==> src/rtl/core/crsm_pkg.sv <==
// crsm_pkg: shared widths, action codes and payload structs of the contiguous ring
// space manager, plus the buffer size clamp helpers.
// Standalone package; used by crsm_exec and contiguous_ring_space_manager.
package crsm_pkg;

    // offset width, length and total widths, and the widths derived from them
    localparam int OFFSET_BITS = 16;
    localparam int SIZE_W      = OFFSET_BITS + 1;
    localparam int LEN_W       = 17;
    localparam int TOTAL_W     = 32;
    localparam int ARITH_W     = ((SIZE_W > LEN_W) ? SIZE_W : LEN_W) + 2;

    localparam logic [LEN_W-1:0] RESET_SIZE = LEN_W'(8192);
    localparam logic [LEN_W-1:0] USED_MAX   = {LEN_W{1'b1}};

    typedef logic [OFFSET_BITS-1:0] t_ofs;
    typedef logic [LEN_W-1:0]       t_len;

    typedef enum logic [2:0] {
        ACT_RESERVE       = 3'd0,
        ACT_RESERVE_CARRY = 3'd1,
        ACT_RETRACT       = 3'd2,
        ACT_COMMIT_USED   = 3'd3,
        ACT_RELEASE       = 3'd4,
        ACT_FETCH_READ    = 3'd5,
        ACT_REINIT        = 3'd6,
        ACT_UNUSED        = 3'd7
    } t_action;

    // ring bookkeeping state
    typedef struct packed {
        t_ofs                 write_offset;
        t_ofs                 read_offset;
        t_ofs                 wrap_mark;
        t_len                 used_bytes;
        logic [TOTAL_W-1:0]   total_bytes;
    } t_state;

    // one input item
    typedef struct packed {
        t_action action;
        t_len    length;
        t_len    next_length;
        t_len    carry_length;
        t_len    read_request;
    } t_item;

    // one result item
    typedef struct packed {
        logic               ok;
        t_ofs               offset;
        t_len               granted;
        logic               copy_valid;
        t_ofs               copy_source;
        t_len               copy_length;
        t_len               used_count;
        logic [TOTAL_W-1:0] total_count;
    } t_result;

    // clamp the programmed size to [1, 2^OFFSET_BITS]
    function automatic logic [SIZE_W-1:0] eff_size(input t_len value);
        logic [ARITH_W-1:0] wide;
        logic [ARITH_W-1:0] cap;
        wide = ARITH_W'(value);
        cap  = ARITH_W'(1) << OFFSET_BITS;
        if (wide == '0) begin
            wide = ARITH_W'(1);
        end else if (wide > cap) begin
            wide = cap;
        end
        return SIZE_W'(wide);
    endfunction

    // last usable offset for a clamped size
    function automatic t_ofs end_of(input logic [SIZE_W-1:0] size);
        return t_ofs'(size - SIZE_W'(1));
    endfunction

endpackage

==> src/rtl/core/crsm_exec.sv <==
// crsm_exec: combinational action unit, one item against the current ring state,
// giving the next state and the result item.
// Depends on crsm_pkg.
module crsm_exec
    import crsm_pkg::*;
(
    input  t_state             i_state,
    input  t_item              i_item,
    input  logic [SIZE_W-1:0]  i_size,
    input  t_ofs               i_end,
    output t_state             o_state,
    output t_result            o_result
);

    logic [ARITH_W-1:0] w_wo;
    logic [ARITH_W-1:0] w_len;
    logic [ARITH_W-1:0] w_nxt;
    logic [ARITH_W-1:0] w_used;
    logic [ARITH_W-1:0] w_size;
    logic [ARITH_W-1:0] w_end;
    logic [ARITH_W-1:0] w_used_len;
    logic [ARITH_W-1:0] w_wo_len;
    t_len               used_sub;
    t_ofs               fetch_ro;
    t_ofs               fetch_wrap;
    t_len               want;
    logic [ARITH_W-1:0] avail;
    t_len               grant;

    // widened operands and shared sums
    assign w_wo       = ARITH_W'(i_state.write_offset);
    assign w_len      = ARITH_W'(i_item.length);
    assign w_nxt      = ARITH_W'(i_item.next_length);
    assign w_used     = ARITH_W'(i_state.used_bytes);
    assign w_size     = ARITH_W'(i_size);
    assign w_end      = ARITH_W'(i_end);
    assign w_used_len = w_used + w_len;
    assign w_wo_len   = w_wo + w_len;

    // saturating used decrement
    assign used_sub = (i_state.used_bytes > i_item.length) ?
                      (i_state.used_bytes - i_item.length) : '0;

    // read side: reset to start once the wrap mark is reached
    assign fetch_ro   = (i_state.wrap_mark == i_state.read_offset) ? '0 : i_state.read_offset;
    assign fetch_wrap = (i_state.wrap_mark == i_state.read_offset) ? i_end : i_state.wrap_mark;
    assign want       = (i_state.used_bytes > i_item.read_request) ?
                        i_item.read_request : i_state.used_bytes;
    assign avail      = (fetch_wrap > fetch_ro) ? ARITH_W'(fetch_wrap - fetch_ro) : '0;
    assign grant      = (avail >= ARITH_W'(want)) ? want : LEN_W'(avail);

    // action decode
    always_comb begin
        o_state  = i_state;
        o_result = '0;
        o_result.ok = 1'b1;
        case (i_item.action)
            ACT_RESERVE: begin
                if (w_used_len > w_size) begin
                    o_result.ok = 1'b0;
                end else begin
                    if (w_end >= w_wo_len) begin
                        o_result.offset      = i_state.write_offset;
                        o_state.write_offset = t_ofs'(w_wo_len);
                    end else begin
                        o_state.wrap_mark    = i_state.write_offset;
                        o_state.write_offset = t_ofs'(w_len);
                    end
                    o_state.used_bytes  = LEN_W'(w_used_len);
                    o_state.total_bytes = i_state.total_bytes + TOTAL_W'(i_item.length);
                end
            end
            ACT_RESERVE_CARRY: begin
                if (w_used_len + w_nxt > w_size) begin
                    o_result.ok = 1'b0;
                end else begin
                    if (w_end > w_wo_len + w_nxt) begin
                        o_state.write_offset = t_ofs'(w_wo_len);
                    end else begin
                        o_state.wrap_mark      = i_state.write_offset;
                        o_result.copy_valid    = 1'b1;
                        o_result.copy_source   = t_ofs'(w_wo_len
                                                 - ARITH_W'(i_item.carry_length));
                        o_result.copy_length   = i_item.carry_length;
                        o_state.write_offset   = t_ofs'(ARITH_W'(i_item.carry_length));
                    end
                    o_result.offset     = o_state.write_offset;
                    o_state.used_bytes  = LEN_W'(w_used_len);
                    o_state.total_bytes = i_state.total_bytes + TOTAL_W'(i_item.length);
                end
            end
            ACT_RETRACT: begin
                o_state.used_bytes   = used_sub;
                o_state.write_offset = t_ofs'(w_wo - w_len);
            end
            ACT_COMMIT_USED: begin
                o_state.used_bytes  = (w_used_len > ARITH_W'(USED_MAX)) ?
                                      USED_MAX : LEN_W'(w_used_len);
                o_state.total_bytes = i_state.total_bytes + TOTAL_W'(i_item.length);
            end
            ACT_RELEASE: begin
                o_state.used_bytes = used_sub;
            end
            ACT_FETCH_READ: begin
                o_state.read_offset = fetch_ro;
                o_state.wrap_mark   = fetch_wrap;
                if (i_state.used_bytes == '0) begin
                    o_result.ok = 1'b0;
                end else begin
                    o_result.granted    = grant;
                    o_result.offset     = fetch_ro;
                    o_state.read_offset = t_ofs'(ARITH_W'(fetch_ro) + ARITH_W'(grant));
                end
            end
            ACT_REINIT: begin
                o_state.write_offset = '0;
                o_state.read_offset  = '0;
                o_state.wrap_mark    = i_end;
                o_state.used_bytes   = '0;
                o_state.total_bytes  = '0;
            end
            default: begin
                o_result.ok = 1'b0;
            end
        endcase
        o_result.used_count  = o_state.used_bytes;
        o_result.total_count = o_state.total_bytes;
    end

endmodule

==> src/rtl/core/contiguous_ring_space_manager.sv <==
// contiguous_ring_space_manager: offset bookkeeping for a contiguous-region ring buffer.
// From input transfer to result valid the item passes the input register, then the result register.
// Throughput: one item per cycle while the output is ready; the single action unit
// reads the state the previous item left, so items follow back to back without a bubble.
// Reset (synchronous, active low): empty ring, buffer size 8192, no items held.
// Depends on crsm_pkg and crsm_exec.
module contiguous_ring_space_manager
    import crsm_pkg::*;
(
    input  logic               i_clk,
    input  logic               i_rst_n,
    // configuration
    input  logic               i_cfg_we,
    input  t_len               i_cfg_data,
    // input channel
    input  logic               i_in_valid,
    output logic               o_in_ready,
    input  logic [2:0]         i_action,
    input  t_len               i_length,
    input  t_len               i_next_length,
    input  t_len               i_carry_length,
    input  t_len               i_read_request,
    // output channel
    output logic               o_out_valid,
    input  logic               i_out_ready,
    output logic               o_ok,
    output t_ofs               o_offset,
    output t_len               o_granted,
    output logic               o_copy_valid,
    output t_ofs               o_copy_source,
    output t_len               o_copy_length,
    output t_len               o_used_count,
    output logic [TOTAL_W-1:0] o_total_count
);

    logic               r_in_valid;
    t_item              r_item;
    logic               r_out_valid;
    t_result            r_res;
    t_state             r_state;
    logic [SIZE_W-1:0]  r_size;
    t_ofs               r_end;

    t_state             n_state;
    t_result            n_res;
    logic [SIZE_W-1:0]  cfg_size;
    logic               advance;
    logic               in_xfer;

    // handshake: item moves to the result register when that slot frees up
    assign advance    = r_in_valid && (!r_out_valid || i_out_ready);
    assign o_in_ready = !r_in_valid || advance;
    assign in_xfer    = i_in_valid && o_in_ready;
    assign cfg_size   = eff_size(i_cfg_data);

    // action unit
    crsm_exec u_exec (
        .i_state  (r_state),
        .i_item   (r_item),
        .i_size   (r_size),
        .i_end    (r_end),
        .o_state  (n_state),
        .o_result (n_res)
    );

    // input register
    always_ff @(posedge i_clk) begin
        if (!i_rst_n) begin
            r_in_valid <= 1'b0;
        end else if (in_xfer) begin
            r_in_valid <= 1'b1;
        end else if (advance) begin
            r_in_valid <= 1'b0;
        end
    end

    always_ff @(posedge i_clk) begin
        if (in_xfer) begin
            r_item.action       <= t_action'(i_action);
            r_item.length       <= i_length;
            r_item.next_length  <= i_next_length;
            r_item.carry_length <= i_carry_length;
            r_item.read_request <= i_read_request;
        end
    end

    // result register
    always_ff @(posedge i_clk) begin
        if (!i_rst_n) begin
            r_out_valid <= 1'b0;
        end else if (advance) begin
            r_out_valid <= 1'b1;
        end else if (i_out_ready) begin
            r_out_valid <= 1'b0;
        end
    end

    always_ff @(posedge i_clk) begin
        if (advance) begin
            r_res <= n_res;
        end
    end

    // ring state and size; a config write reinitializes the ring
    always_ff @(posedge i_clk) begin
        if (!i_rst_n) begin
            r_size                <= eff_size(RESET_SIZE);
            r_end                 <= end_of(eff_size(RESET_SIZE));
            r_state.write_offset  <= '0;
            r_state.read_offset   <= '0;
            r_state.wrap_mark     <= end_of(eff_size(RESET_SIZE));
            r_state.used_bytes    <= '0;
            r_state.total_bytes   <= '0;
        end else if (i_cfg_we) begin
            r_size                <= cfg_size;
            r_end                 <= end_of(cfg_size);
            r_state.write_offset  <= '0;
            r_state.read_offset   <= '0;
            r_state.wrap_mark     <= end_of(cfg_size);
            r_state.used_bytes    <= '0;
            r_state.total_bytes   <= '0;
        end else if (advance) begin
            r_state <= n_state;
        end
    end

    // output ports
    assign o_out_valid   = r_out_valid;
    assign o_ok          = r_res.ok;
    assign o_offset      = r_res.offset;
    assign o_granted     = r_res.granted;
    assign o_copy_valid  = r_res.copy_valid;
    assign o_copy_source = r_res.copy_source;
    assign o_copy_length = r_res.copy_length;
    assign o_used_count  = r_res.used_count;
    assign o_total_count = r_res.total_count;

    // a refused reserve leaves the ring untouched
    a_refused_reserve_holds: assert property (@(posedge i_clk) disable iff (!i_rst_n)
        (advance && !i_cfg_we && !n_res.ok
         && (r_item.action == ACT_RESERVE || r_item.action == ACT_RESERVE_CARRY))
        |=> $stable(r_state))
        else $error("refused reserve changed ring state");

    // a config write empties the ring
    a_cfg_reinit: assert property (@(posedge i_clk) disable iff (!i_rst_n)
        i_cfg_we |=> (r_state.write_offset == '0 && r_state.read_offset == '0
                      && r_state.used_bytes == '0 && r_state.total_bytes == '0
                      && r_state.wrap_mark == r_end))
        else $error("config write did not reinitialize the ring");

    // a successful fetch moves the read offset past the granted chunk
    a_fetch_advances: assert property (@(posedge i_clk) disable iff (!i_rst_n)
        (advance && !i_cfg_we && n_res.ok && r_item.action == ACT_FETCH_READ)
        |=> (r_state.read_offset
             == t_ofs'($past(n_res.offset) + t_ofs'($past(n_res.granted)))))
        else $error("fetch did not advance the read offset by the grant");

endmodule
==> config.mk <==
export PLATFORM = sky130hd
export DESIGN_NAME = contiguous_ring_space_manager
export DESIGN_NICKNAME = d
export VERILOG_FILES = /design/src/rtl/core/crsm_pkg.sv /design/src/rtl/core/crsm_exec.sv /design/src/rtl/core/contiguous_ring_space_manager.sv
export SDC_FILE = /design/constraint.sdc
export NUM_CORES = 1
export LEC_CHECK = 0
export ABC_AREA = 1
export ABC_CLOCK_PERIOD_IN_PS = 8000
export BUFFER_PORTS_ARGS = -buffer_cell sky130_fd_sc_hd__buf_2
export CAP_MARGIN = 20
export CORE_ASPECT_RATIO = 1.75
export CORE_MARGIN = 10
export CORE_UTILIZATION = 62
export DETAILED_ROUTE_END_ITERATION = 8
export MAX_ROUTING_LAYER = met4
export PLACE_DENSITY = 0.85
export SLEW_MARGIN = 30
export SYNTH_ARGS = -nofsm -noshare
export SYNTH_HDL_FRONTEND = slang
export SYNTH_HIERARCHICAL = 1
export SYNTH_SLANG_ARGS = --single-unit
==> constraint.sdc <==
create_clock -name i_clk -period 8 [get_ports i_clk]
set_input_delay 2 -clock i_clk [delete_from_list [all_inputs] [get_ports i_clk]]
set_output_delay 2 -clock i_clk [all_outputs]
set_load 0.05 [all_outputs]
==> metrics.txt <==
status completed; leakage dissipation 0.0143 µW; final hold slack approximately 0.47 ns; clk sink count between 300 and 400; Clk pin slew, worst setup/hold paths ~0.070 ns; library cells used by synthesis 70; PwrDens between 150 and 200 nW/µm²; Initial Util ~63%; # placed instances ~4.6k; CP max FO 21; die height about 300 µm; num ports approximately 210; CTS buffer count 31; CP arrival ~8 ns; Row Count ~100; Max-slew headroom approximately 24%; sequential cell area fraction in the yosys report 29.8%; Placed Area 29100 µm²; initial antenna violation count 9; Layout area overhead 8.82%; FF-to-FF setup slack between 0.6 and 0.7 ns; worst-skew pair later-pin latency approximately 0.62 ns; Post-Layout Cell Count ~4.7k; setup bufs post-CTS 0; Slew Limit Fails 0; routed len/inst about 25 µm; worst path buffer plus inverter count 6; max incr delay on CP 0.67 ns; Synth Register Bits 320; CTS HTree Levels 1; WL met1 ~37 mm; area of the die around 54000 µm²; CORE AREA roughly 44000 µm²; r2r startpoint r_item[51]$_DFFE_PP_; Critical Path Start Type flop; number of port buffers between 200 and 250; RD Place Congestion ~1.1; Hold Startpoint r_size[6]$_SDFFE_PN0P_; Critical path origin r_item[51]$_DFFE_PP_; FFs w/ async S/R, synth 0%; CP endpoint r_state[49]$_SDFFE_PN1P_; Worst Setup Path Type flop to flop; layout cell share with drive strength beyond 1 10.9%; most frequent cells in the layout nand2_1, inv_1, nor2_1, ha_1, a21oi_1; Layout Skew slightly below 0.03 ns; drt total wl 117 mm; Via Count just under 30k; DR top layer met4; dpl hpwl 88.2 mm; via/cell ratio roughly 6.3; largest net degree at the start of global routing 75; Main synth FF type edfxtp_1; hold violation total from the final report 0; first-pass GRT wire length 170 mm; Die W roughly 180 µm; Syn Nets between 4k and 5k; final number of setup-violating endpoints 0; Mapped Area approximately 28000 µm²; r2r worst-path depth 35; Final Instance Area roughly 30000 µm²; WP depth 35; required time of the critical path about 8.5 ns; Syn. warnings 6; CP most frequent cell nand2_1; remaining global-route overflow 0; Crit-path slowest cell a221oi_1; Setup WS post-layout approximately 0.63 ns; syn_area_per_cell a little over 7 µm²; Crit. End Element flop; Longest Clk Path Bufs 3; # DRC 0; Root Driver clkbuf_16; commonest non-fill, non-tap cell in the layout nand2_1; pre-CTS WS 0.344 ns; crit share post-route 92.2%; Min-Delay Path Class flop to flop; drt pass-1 iters 6; Max IR drop VDD around 210 µV; Top delay family on crit path simple AND/OR/NAND/NOR gates; metal2 WL ~55 mm; Syn Inst Count roughly 3.9k; Detail Route Antenna Nets 0; fillcell total 3950; max frequency between 100 and 150 MHz; Post-synth EDFFs 188; Max Cap Violations 0; CTS tree done; Layout Nets ~4.4k; gr usage total ~43%; vias in the first global route around 28k; Iteration-0 DRC Markers roughly 3.8k; wire length on met3 around 12 mm; Crit Reg-Reg Endpoint r_state[49]$_SDFFE_PN1P_; min Tclk post-route between 7 and 8 ns; Worst Tran Pin Value around 1.1 ns
how the worst min path moves through the flow:
stage,endpoint,slack (ns),cells past startpoint
after detailed placement,r_size[4]$_SDFFE_PN0P_,0.45,2
after global routing,r_size[12]$_SDFFE_PN0P_,0.50,2
after CTS,r_size[6]$_SDFFE_PN0P_,0.47,2
after global placement,r_size[5]$_SDFFE_PN0P_,0.44,2
after floorplan,r_size[10]$_SDFFE_PN0P_,0.43,2
final,r_size[6]$_SDFFE_PN0P_,0.47,2
metal layers:
layer / global-route usage [%] / vias to the layer above
met5: - / -
met4: 37.6 / 0
met3: 9.98 / 618
met2: 70.2 / 1990
met1: 41.8 / 13447
li1: - / 13396
kinds of logic after synthesis:
logic type	after synthesis	synth area share [%]
xor+xnor	124	3.91
buf+inv	655	10.2
fa+ha+maj	277	12.8
simple gates	1832	28.3
flops	320	29.8
compound gates	725	15.1
flip-flops by register name, indices dropped and copies added (netlist names):
| name | cells |
|---|---|
| r_state | 97 |
| r_item | 71 |
| o_total_count | 32 |
| o_copy_length | 17 |
| o_granted | 17 |
| o_used_count | 17 |
| r_size | 17 |
| o_copy_source | 16 |
| o_offset | 16 |
| r_end | 16 |
| o_copy_valid | 1 |
| o_ok | 1 |
| o_out_valid | 1 |
| r_in_valid | 1 |
final cells by class:
type	count	area, µm²	share of cell area [%]
Timing Repair Buffer	284	1620	5.35
Tap cell	572	716	2.37
Sequential cell	320	8290	27.4
Clock inverter	16	196	0.650
Inverter	482	1830	6.05
Clock buffer	42	837	2.77
Multi-Input combinational cell	2958	16700	55.3
Antenna cell	10	25.0	0.0828
metrics by stage:
step                      setup TNS, ns  total power, µW  util, %
final                                 0             5740     68.2
after global routing           -0.00817             5980     68.2
after CTS                             0             5620     68.1
after detailed placement              0             4090     65.8
after global placement                0             4060     65.8
after floorplan                       0             3460        -
worst register-to-register path, delay by kind of cell (launching register included):
family	cells	cell delay [ns]
AOI/OAI and AO/OA	4	1.24
xor gates and xnor gates	2	0.60
buffers and inverters	6	1.34
adders and majority gates	4	1.53
and+or+nand+nor	19	1.99
DFF	1	0.55
cell usage after synthesis (5+ instances only):
| master | n | area, µm² |
|---|---|---|
| o211ai_1 | 50 | 375 |
| ha_1 | 267 | 3340 |
| a21oi_1 | 257 | 1290 |
| nand4_1 | 77 | 482 |
| clkbuf_1 | 67 | 251 |
| edfxtp_1 | 188 | 5650 |
| nor2_4 | 12 | 135 |
| a21o_1 | 14 | 105 |
| a31oi_1 | 13 | 81.3 |
| dfxtp_1 | 132 | 2640 |
| o21ai_0 | 259 | 1300 |
| nor2_1 | 379 | 1420 |
| nand2_4 | 6 | 67.6 |
| nor4_1 | 12 | 75.1 |
| nand2_1 | 1002 | 3760 |
| nor3_1 | 30 | 150 |
| nand3_2 | 5 | 50.1 |
| buf_6 | 8 | 90.1 |
| xnor2_1 | 47 | 412 |
| a221oi_1 | 9 | 78.8 |
| o21ai_1 | 11 | 55.1 |
| fa_1 | 10 | 200 |
| nor2_2 | 10 | 62.6 |
| a22oi_1 | 17 | 128 |
| a211oi_1 | 10 | 75.1 |
| xor2_1 | 77 | 674 |
| nand2_2 | 8 | 50.1 |
| and3_1 | 7 | 43.8 |
| a22o_1 | 17 | 149 |
| or2_2 | 9 | 56.3 |
| inv_2 | 27 | 101 |
| buf_2 | 28 | 140 |
| o21bai_1 | 17 | 128 |
| o22ai_1 | 10 | 62.6 |
| a21oi_2 | 6 | 52.6 |
| inv_1 | 449 | 1690 |
| nand3_1 | 252 | 1260 |
| nand3b_1 | 8 | 60.1 |
| buf_4 | 62 | 465 |
where the power goes:
group          leakage [µW]  switching, µW  total [µW]  internal (µW)
logic                0.0110           1610        2270            658
clock network      0.000502            684        1550            864
registers           0.00283           79.0        1920           1840
what timing repair did:
action	4_1_cts	5_1_grt
endpoints found under the setup margin	0	8
gates resized for setup	0	16
endpoints found under the hold margin	0	0
hold buffers	0	0
Note: power is estimated with default switching activity, not from simulation.
